$ cat config.mk
export PLATFORM = sky130hd
export DESIGN_NAME = qccs_divider
export DESIGN_NICKNAME = d
export VERILOG_FILES = /design/src/design/qccs_pkg.sv /design/src/design/qccs_divider.sv
export SDC_FILE = /design/constraint.sdc
export NUM_CORES = 1
export LEC_CHECK = 0
export ABC_CLOCK_PERIOD_IN_PS = 16160
export BUFFER_PORTS_ARGS = -buffer_cell sky130_fd_sc_hd__buf_2
export CELL_PAD_IN_SITES_DETAIL_PLACEMENT = 1
export CELL_PAD_IN_SITES_GLOBAL_PLACEMENT = 1
export CORE_ASPECT_RATIO = 1.4
export CORE_UTILIZATION = 44
export DETAILED_ROUTE_END_ITERATION = 12
export PLACE_DENSITY_LB_ADDON = 0.12
export SLEW_MARGIN = 20
export SYNTH_ARGS = -nofsm -noshare
export SYNTH_HDL_FRONTEND = slang
export SYNTH_SLANG_ARGS = --single-unit
export TNS_END_PERCENT = 100
$ cat constraint.sdc
create_clock -name clk -period 16.16 [get_ports clk]
set_clock_uncertainty 0.15 [all_clocks]
set_input_delay 4.848 -clock clk [delete_from_list [all_inputs] [get_ports clk]]
set_output_delay 4.848 -clock clk [all_outputs]
set_load 0.02 [all_outputs]
$ cat src/design/qccs_pkg.sv
package qccs_pkg;
  localparam int MAX_SAMPLES = 64;
  localparam int SAMPLE_BITS = 32;
  localparam int IDX_W = $clog2(MAX_SAMPLES);
  localparam int CNT_W = IDX_W + 1;
  localparam int FRAC_BITS = 16;
  localparam int PROB_W = FRAC_BITS + 1;
  localparam int CUT_W = SAMPLE_BITS + FRAC_BITS;
  localparam int BIT_W = $clog2(SAMPLE_BITS);
  localparam logic [FRAC_BITS-1:0] TOP_FRACTION_RESET = 16'd3277;

  typedef struct packed {
    logic start;
  } div_ctrl_t;

  typedef struct packed {
    logic busy;
    logic done;
  } div_stat_t;
endpackage

$ cat src/design/qccs_divider.sv
// one quotient bit per cycle: floor(clip * mult / cut), clip <= cut, cut != 0
module qccs_divider (
  input  logic                                    clk,
  input  logic                                    rst,
  input  qccs_pkg::div_ctrl_t                     ctrl,
  input  logic [qccs_pkg::CUT_W-1:0]              clip,
  input  logic [qccs_pkg::SAMPLE_BITS-1:0]        mult,
  input  logic [qccs_pkg::CUT_W-1:0]              cut,
  output qccs_pkg::div_stat_t                     stat,
  output logic [qccs_pkg::SAMPLE_BITS-1:0]        quot
);
  logic [qccs_pkg::CUT_W-1:0]       rem, rem_next, t1, gap1, gap2;
  logic [qccs_pkg::SAMPLE_BITS-1:0] quot_next;
  logic [qccs_pkg::BIT_W-1:0]       bitpos;
  logic                             busy, done, c1, c2;

  always_comb begin
    gap1 = cut - rem;
    c1   = (rem >= gap1);
    t1   = c1 ? (rem - gap1) : (rem + rem);
    gap2 = cut - clip;
    c2   = mult[bitpos] && (t1 >= gap2);
    if (!mult[bitpos]) begin
      rem_next = t1;
    end else if (c2) begin
      rem_next = t1 - gap2;
    end else begin
      rem_next = t1 + clip;
    end
    quot_next = {quot[qccs_pkg::SAMPLE_BITS-2:0], 1'b0}
              + qccs_pkg::SAMPLE_BITS'(c1) + qccs_pkg::SAMPLE_BITS'(c2);
  end

  always_ff @(posedge clk) begin
    if (rst) begin
      busy   <= 1'b0;
      done   <= 1'b0;
      bitpos <= '0;
    end else begin
      done <= 1'b0;
      if (ctrl.start) begin
        busy   <= 1'b1;
        bitpos <= qccs_pkg::BIT_W'(qccs_pkg::SAMPLE_BITS - 1);
        rem    <= '0;
        quot   <= '0;
      end else if (busy) begin
        rem    <= rem_next;
        quot   <= quot_next;
        bitpos <= bitpos - 1'b1;
        if (bitpos == '0) begin
          busy <= 1'b0;
          done <= 1'b1;
        end
      end
    end
  end

  assign stat.busy = busy;
  assign stat.done = done;
endmodule

==> results of run 1 <==
worst register-to-register path, delay by kind of cell (launching register included):
family,cells,cell delay [ps]
AO/OA/AOI/OAI,21,6250
AND/OR/NAND/NOR,11,1840
flip-flops,1,400
XOR/XNOR,2,260
buffers and inverters,5,770
adder cells (fa/ha/maj),4,1350
per-stage QoR:
| step | area, um2 | setup slack, ps | instances | util (%) | TNS, ps |
|---|---|---|---|---|---|
| 2_1_floorplan | 17800 | 1620 | 2333 | - | 0 |
| 3_3_place_gp | 19100 | 435 | 2976 | 48.3 | 0 |
| 3_5_place_dp | 19100 | -29.1 | 2976 | 48.3 | -29.1 |
| 4_1_cts | 19400 | 331 | 2992 | 49.1 | 0 |
| 5_1_grt | 19500 | 71.1 | 2992 | 49.2 | 0 |
| 6_report | 19500 | 898 | 2992 | 49.2 | 0 |
routing by layer:
layer	GRT usage (%)	share of wire, %
met5	0	0
met4	14.3	4.4
met3	2.84	2.8
met2	60.3	53
met1	35.6	40
registers in the layout (all words and copies together), names as in the netlist:
register and flops:
quot 32, done 1, busy 1, rem 48, bitpos 5
logic make-up (layout without fill, tap and decap cells):
| group | after synthesis | count (layout) | synth area share [%] |
|---|---|---|---|
| AO/OA/AOI/OAI | 838 | 838 | 30.9 |
| AND/OR/NAND/NOR | 671 | 671 | 18.4 |
| adder cells (fa/ha/maj) | 247 | 247 | 17.5 |
| XOR/XNOR | 235 | 235 | 11.6 |
| buffers and inverters | 228 | 359 | 5.00 |
| flip-flops | 87 | 87 | 14.3 |
| multiplexers | 27 | 27 | 2.25 |
placed cells by master, fill, tap and decap left out, types with 10 or more instances in the layout:
master,instances
and3_1,31
o21ai_0,156
buf_4,13
a21boi_0,13
mux2i_1,13
xnor2_1,125
edfxtp_1,80
and4_1,13
xor2_1,110
and2_1,12
ha_1,238
or3_1,12
buf_2,164
o211ai_1,18
nand2_1,155
nor2b_1,45
o31ai_1,11
a21oi_1,251
a21o_1,141
nand2b_1,48
a211oi_1,43
nand3_1,48
o21bai_1,27
mux4_2,10
nor3_1,40
nor2_1,200
inv_1,163
o21a_1,34
a31oi_1,30
nand4_1,29
path summary, 6_finish.rpt:
path | start | end | slack (ps) | cells after the start
min reg2reg | quot[30]$_SDFFCE_PP0P_ | quot[31]$_SDFFCE_PP0P_ | 490 | 2
max | cut[0] | rem[44]$_SDFFCE_PP0P_ | 900 | 44
max reg2reg | rem[1]$_SDFFCE_PP0P_ | rem[44]$_SDFFCE_PP0P_ | 4920 | 43
min | quot[30]$_SDFFCE_PP0P_ | quot[31]$_SDFFCE_PP0P_ | 490 | 2
layout make-up:
cell class,count,area [um2]
Inverter,165,619
Clock buffer,9,225
Multi-Input combinational cell,2018,14400
Sequential cell,87,2540
Timing Repair Buffer,178,930
Clock inverter,7,88.8
Fill cell,5147,20100
Tap cell,528,661
timing repair:
action / CTS / global route
hold buffers: 0 / 0
endpoints found under the setup margin: 0 / 18
resized for setup: 0 / 7
endpoints found under the hold margin: 0 / 0
==> results.yml, run 1 <==
layout:
  area_growth_pct: 9.52
  diodes: 0
  layout-drive-gt1-share_pct: 10.1
  layout.nets: 2833
clock_network:
  cts_tree: "built"
  path_clk_slew_ps: 90
  clock-root-buffer: "clkbuf_16"
  clock_latency_ps: 390
  clock_path_buffers: 2
  htreeDepth: 3
  clock-sinks: 87
  cts_buffers: 9
  cts_setup_buffers: 0
synth:
  yosysWarningCount: 0
  synthArstFlopShare_pct: 0
  yosys-top-cells-count: "a21oi_1 (252), ha_1 (238), nor2_1 (201), inv_1 (163), o21ai_0 (156)"
  ys_seq_elements: 87
  yosysMostFrequentCell: "a21oi_1"
  synth_fp_nets: 2707
  ys_types: 92
  synth_ff_type: "edfxtp_1"
  syn_inst: 2333
  synth_edf_count: 80
  netlist.top_cell.by_area: "ha_1"
  yosysSeqAreaShare_pct: 14.3
  syn-cell-area_mm2: 0.0178
  synthTopCellsByArea: "ha_1 (17%), edfxtp_1 (14%), a21oi_1 (7.1%)"
  synth_area_per_cell_um2: 7.62
  synth_top_cell_area_share_pct: 16.7
timing:
  rsz0062_at_grt: "false"
  hold_viol_final: 0
  worst_pin_slew_ps: 925
  slew_headroom_pct: 38.2
  setup_viol: 0
  fmax_mhz: 65.5
  min_period_over_period_pct: 94.4
  report.final.slew_viol_count: 0
  whs_ps: 494
  min_period_ps: 15260
worst_setup_path:
  critPathBufInv: 5
  critPathArrivalTime_ps: 15300
  cp_max_fo: 6
  crit_top_cell: "a21oi_1"
  crit_family: "compound AO/OA/AOI/OAI gates"
  start_kind: "input port"
  end_kind: "flip-flop"
  max_stage_delay_ps: 640
  critPathSlowestCell: "a2111oi_0"
  worst-setup-path-type: "in -> reg"
  required_ps: 16200
die:
  start_util_pct: 44.9
  core_area_mm2: 0.0396
  die-area_mm2: 0.0412
  fp-row-count: 86
  fp.dieH_um: 240
  pin_count: 165
  die_w_um: 172
grt:
  grt_pass1_wl_um: 103000
  grt_max_degree: 71
  overflow: 0
  antenna_found_initial: 0
  first_global_vias: 19292
  grt_util_all_layers_pct: 32.0
placed_design:
  port_buffers: 164
  gp_congestion: 0.905
  dpl.hpwl_um: 54100
run_status:
  status: "completed"
flow_run:
  drv_cap: 0
route:
  routed_wl_um: 65100
  drt_iter0_markers: 1015
  vias_per_cell: 6.10
  ant_nets: 0
  dr.pass1.iters: 5
  wire_per_inst_um: 21.8
  drc: 0
  via_count: 18255
worst_hold_path:
  hold_class: "reg -> reg"
Power of run 1 is not shown: default switching activity piles up to over one toggle a cycle in this logic, so the estimate is an artifact.
==> inputs of run 2 (changes only) <==
--- a/config.mk
+++ b/config.mk
@@ -11,8 +11,9 @@
 export CELL_PAD_IN_SITES_GLOBAL_PLACEMENT = 1
 export CORE_ASPECT_RATIO = 1.4
 export CORE_UTILIZATION = 44
+export CTS_CLUSTER_DIAMETER = 30
 export DETAILED_ROUTE_END_ITERATION = 12
-export PLACE_DENSITY_LB_ADDON = 0.12
+export PLACE_DENSITY_LB_ADDON = 0.1
 export SLEW_MARGIN = 20
 export SYNTH_ARGS = -nofsm -noshare
 export SYNTH_HDL_FRONTEND = slang
==> results.yml, run 2 (synthesis results as in run 1) <==
die:
  fp-row-count: 86
  core_area_mm2: 0.0396
  pin_count: 165
  start_util_pct: 44.9
  die_w_um: 172
  fp.dieH_um: 240
  die-area_mm2: 0.0412
timing:
  fmax_mhz: 65.2
  rsz0062_at_grt: "false"
  hold_viol_final: 0
  min_period_ps: 15350
  min_period_over_period_pct: 95.0
  setup_viol: 0
  report.final.slew_viol_count: 0
  slew_headroom_pct: 33.8
  fin_tns_setup_ps: 0
  worst_pin_slew_ps: 989
route:
  vias_per_cell: 6.12
  drc: 0
  dr.pass1.iters: 5
  via_count: 18313
  ant_nets: 0
  wire_per_inst_um: 22.0
  drt_iter0_markers: 886
  routed_wl_um: 65700
clock_network:
  clock-root-buffer: "clkbuf_16"
  path_clk_slew_ps: 100
  clock_latency_ps: 400
  htreeDepth: 3
  clock_path_buffers: 2
  cts_tree: "built"
  cts_setup_buffers: 0
  clock-sinks: 87
  cts_buffers: 9
grt:
  first_global_vias: 19205
  grt_pass1_wl_um: 103000
  antenna_found_initial: 0
  grt_max_degree: 71
  overflow: 0
  grt_util_all_layers_pct: 32.1
flow_run:
  drv_cap: 0
placed_design:
  dpl.hpwl_um: 54100
  gp_congestion: 0.891
  port_buffers: 164
layout:
  layout_commonest_cell: "a21oi_1"
  diodes: 0
  fillCellCount: 5018
  layout.nets: 2832
  area_growth_pct: 9.42
  largestRegisters: "rem: 48 flops, quot: 32 flops, bitpos: 5 flops"
  largest_reg_flops: 48
  layout_common_cells: "a21oi_1 (251), ha_1 (238), nor2_1 (200)"
  layout-drive-gt1-share_pct: 10.0
  top_register: "rem"
worst_setup_path:
  critPathBufInv: 5
  max_stage_delay_ps: 540
  critPathArrivalTime_ps: 15390
  critPathSlowestCell: "o21ai_0"
  start_kind: "input port"
  required_ps: 16200
  crit_top_cell: "o21ai_0"
  end_kind: "flip-flop"
  worst-setup-path-type: "in -> reg"
  cp_max_fo: 18
  crit_family: "compound AO/OA/AOI/OAI gates"
run_status:
  status: "completed"
worst_hold_path:
  hold_class: "reg -> reg"
-- run 2: cell type report --
class	count	area [um2]	area share [%]
Tap cell	528	661	3.40
Inverter	165	619	3.18
Clock inverter	7	86.3	0.444
Multi-Input combinational cell	2018	14400	74.0
Clock buffer	9	225	1.16
Sequential cell	87	2540	13.1
Timing Repair Buffer	177	931	4.79
-- run 2: layer usage --
layer | vias up | wire length (um) | track usage, %
met5 | - | 0 | 0
met4 | 0 | 2700 | 13.4
met3 | 132 | 1820 | 2.54
met2 | 361 | 34500 | 61.0
met1 | 8976 | 26700 | 36.0
li1 | 8844 | - | -
-- run 2: worst register-to-register path, delay by kind of cell (launching register included) --
family / cells / cell delay [ps]
mux: 1 / 250
buf+inv: 5 / 920
flops: 1 / 390
simple gates: 9 / 1900
xor+xnor: 1 / 90
fa+ha+maj: 4 / 1460
compound gates: 23 / 5980
-- run 2: path summary, 6_finish.rpt --
check                                         endpoint  cells after the start  slack [ps]                    from
worst min-delay path            quot[31]$_SDFFCE_PP0P_                      2         480  quot[30]$_SDFFCE_PP0P_
worst min register to register  quot[31]$_SDFFCE_PP0P_                      2         480  quot[30]$_SDFFCE_PP0P_
worst max-delay path             rem[35]$_SDFFCE_PP0P_                     43         810                  cut[1]
worst max register to register   rem[35]$_SDFFCE_PP0P_                     43        4800    rem[1]$_SDFFCE_PP0P_
-- run 2: repair_timing --
item | CTS | global route
hold buffers | 0 | 0
endpoints found under the setup margin | 0 | 17
gates resized for setup | 0 | 4
-- run 2: per-stage QoR --
step / instance area (um2) / util [%] / hold slack [ps] / cells / setup WS [ps]
after CTS: 19400 / 49.1 / 494 / 2991 / 485
after detailed placement: 19100 / 48.3 / 478 / 2975 / 99.0
after floorplan: 17800 / - / 429 / 2333 / 1620
final: 19500 / 49.1 / 483 / 2991 / 811
after global routing: 19500 / 49.1 / 526 / 2991 / 28.9
after global placement: 19100 / 48.3 / 462 / 2975 / 387
Power of run 2 is left out for the same reason.
==> inputs of run 3 (changes only) <==
--- a/config.mk
+++ b/config.mk
@@ -14,6 +14,7 @@
 export CTS_CLUSTER_DIAMETER = 30
 export DETAILED_ROUTE_END_ITERATION = 12
 export PLACE_DENSITY_LB_ADDON = 0.1
+export REMOVE_ABC_BUFFERS = 1
 export SLEW_MARGIN = 20
 export SYNTH_ARGS = -nofsm -noshare
 export SYNTH_HDL_FRONTEND = slang
==> results.yml, run 3 (synthesis results as in run 1) <==
grt:
  first_global_vias: 18989
  grt_util_all_layers_pct: 31.2
  grt_pass1_wl_um: 100000
  overflow: 0
  antenna_found_initial: 0
  grt_max_degree: 71
layout:
  diodes: 0
  multi_input_area_mm2: 0.0144
  layout_commonest_cell: "a21oi_1"
  area_growth_pct: 9.44
  layout_common_cells: "a21oi_1 (252), ha_1 (238), nor2_1 (200)"
  largest_reg_flops: 48
  layout-drive-gt1-share_pct: 10.1
  design_area_mm2: 0.0195
  largestRegisters: "rem: 48 flops, quot: 32 flops, bitpos: 5 flops"
  seq_area_mm2: 0.00254
  fillCellCount: 5092
  top_register: "rem"
  layout.nets: 2834
clock_network:
  clock-sinks: 87
  cts_tree: "built"
  clock_latency_ps: 400
  cts_buffers: 9
  path_clk_slew_ps: 90
  clock-root-buffer: "clkbuf_16"
  clock_path_buffers: 2
  htreeDepth: 3
route:
  via_count: 18170
  drt_iter0_markers: 855
  dr.pass1.iters: 5
  top_layer: "met4"
  ant_nets: 0
  route.met3.wl_um: 1870
  wl_met1_um: 26500
  drc: 0
  routed-wl-met2_um: 32800
  routed_wl_um: 64100
  wire_per_inst_um: 21.4
  vias_per_cell: 6.07
placed_design:
  pre_cts_ws_ps: 64.9
  port_buffers: 164
  dpl.hpwl_um: 53000
  dpl_cell_area_mm2: 0.0191
  gp_congestion: 0.900
timing:
  worst_pin_slew_ps: 1160
  fmax_mhz: 64.9
  report.final.slew_viol_count: 0
  setup_ws_ps: 755
  slew_headroom_pct: 22.3
  min_period_over_period_pct: 95.3
  setup_viol: 0
  rsz0062_at_grt: "false"
  hold_viol_final: 0
  min_period_ps: 15410
worst_setup_path:
  cp_max_fo: 37
  required_ps: 16130
  worstReg2RegEnd: "quot[28]$_SDFFCE_PP0P_"
  r2r-start: "rem[1]$_SDFFCE_PP0P_"
  cp_num_cells: 49
  start_kind: "input port"
  critPathArrivalTime_ps: 15380
  end_kind: "flip-flop"
  critPathBufInv: 6
  worstRegToRegCells: 47
  max_stage_delay_ps: 520
  critPathSlowestCell: "a21oi_1"
  r2r_setup_slack_ps: 4820
  crit_top_cell: "a21oi_1"
  crit_family: "compound AO/OA/AOI/OAI gates"
  cp-endpoint: "quot[28]$_SDFFCE_PP0P_"
  worst-setup-path-type: "in -> reg"
  crit_start: "cut[0]"
run_status:
  status: "completed"
die:
  core_area_mm2: 0.0396
  pin_count: 165
  die_w_um: 172
  fp.dieH_um: 240
  start_util_pct: 44.9
  die-area_mm2: 0.0412
  fp-row-count: 86
worst_hold_path:
  hold_class: "reg -> reg"
flow_run:
  drv_cap: 0
## run 3: how the worst min path moves through the flow
stage | start | end | slack, ps | cells past startpoint
after floorplan | bitpos[4]$_SDFFE_PP0N_ | bitpos[4]$_SDFFE_PP0N_ | 420 | 2
after global placement | quot[30]$_SDFFCE_PP0P_ | quot[31]$_SDFFCE_PP0P_ | 460 | 2
after detailed placement | quot[30]$_SDFFCE_PP0P_ | quot[31]$_SDFFCE_PP0P_ | 460 | 2
after CTS | quot[30]$_SDFFCE_PP0P_ | quot[31]$_SDFFCE_PP0P_ | 480 | 2
after global routing | quot[4]$_SDFFCE_PP0P_ | quot[5]$_SDFFCE_PP0P_ | 530 | 2
final | quot[30]$_SDFFCE_PP0P_ | quot[31]$_SDFFCE_PP0P_ | 480 | 2
## run 3: worst register-to-register path: cells and delay by family (launching register included)
kind / cells / cell delay [ps]
AO/OA/AOI/OAI: 23 / 5700
XOR/XNOR: 2 / 220
adder cells (fa/ha/maj): 5 / 1490
buffers and inverters: 5 / 1230
flip-flops: 1 / 400
AND/OR/NAND/NOR: 12 / 1850
## run 3: area by class of cell
class	instances	area share, %
sequential	87	13.1
tap	528	3.40
inverter	165	3.18
multi-input combinational	2018	73.9
clock inverter	7	0.399
timing repair buffer	179	4.86
clock buffer	9	1.16
## run 3: routing by layer
metal,vias to the layer above,global-route usage (%)
met1,8838,35.3
met3,122,3.21
li1,8853,-
met5,-,0
met2,357,57.7
met4,0,14.6
## run 3: per-stage QoR
step                      hold WS (ps)  TNS [ps]  util [%]  instances
after floorplan                    424     -3000         -       2270
after global placement             457         0      48.3       2977
after detailed placement           464         0      48.3       2977
after CTS                          484         0      49.1       2993
after global routing               529         0      49.1       2993
final                              483         0      49.1       2993
## run 3: timing repair
action | CTS | global route
hold buffers | 0 | 0
resized for setup | 0 | 4
setup endpoints to repair | 0 | 30
buffers inserted | 0 | 0
Power of run 3 is left out for the same reason.
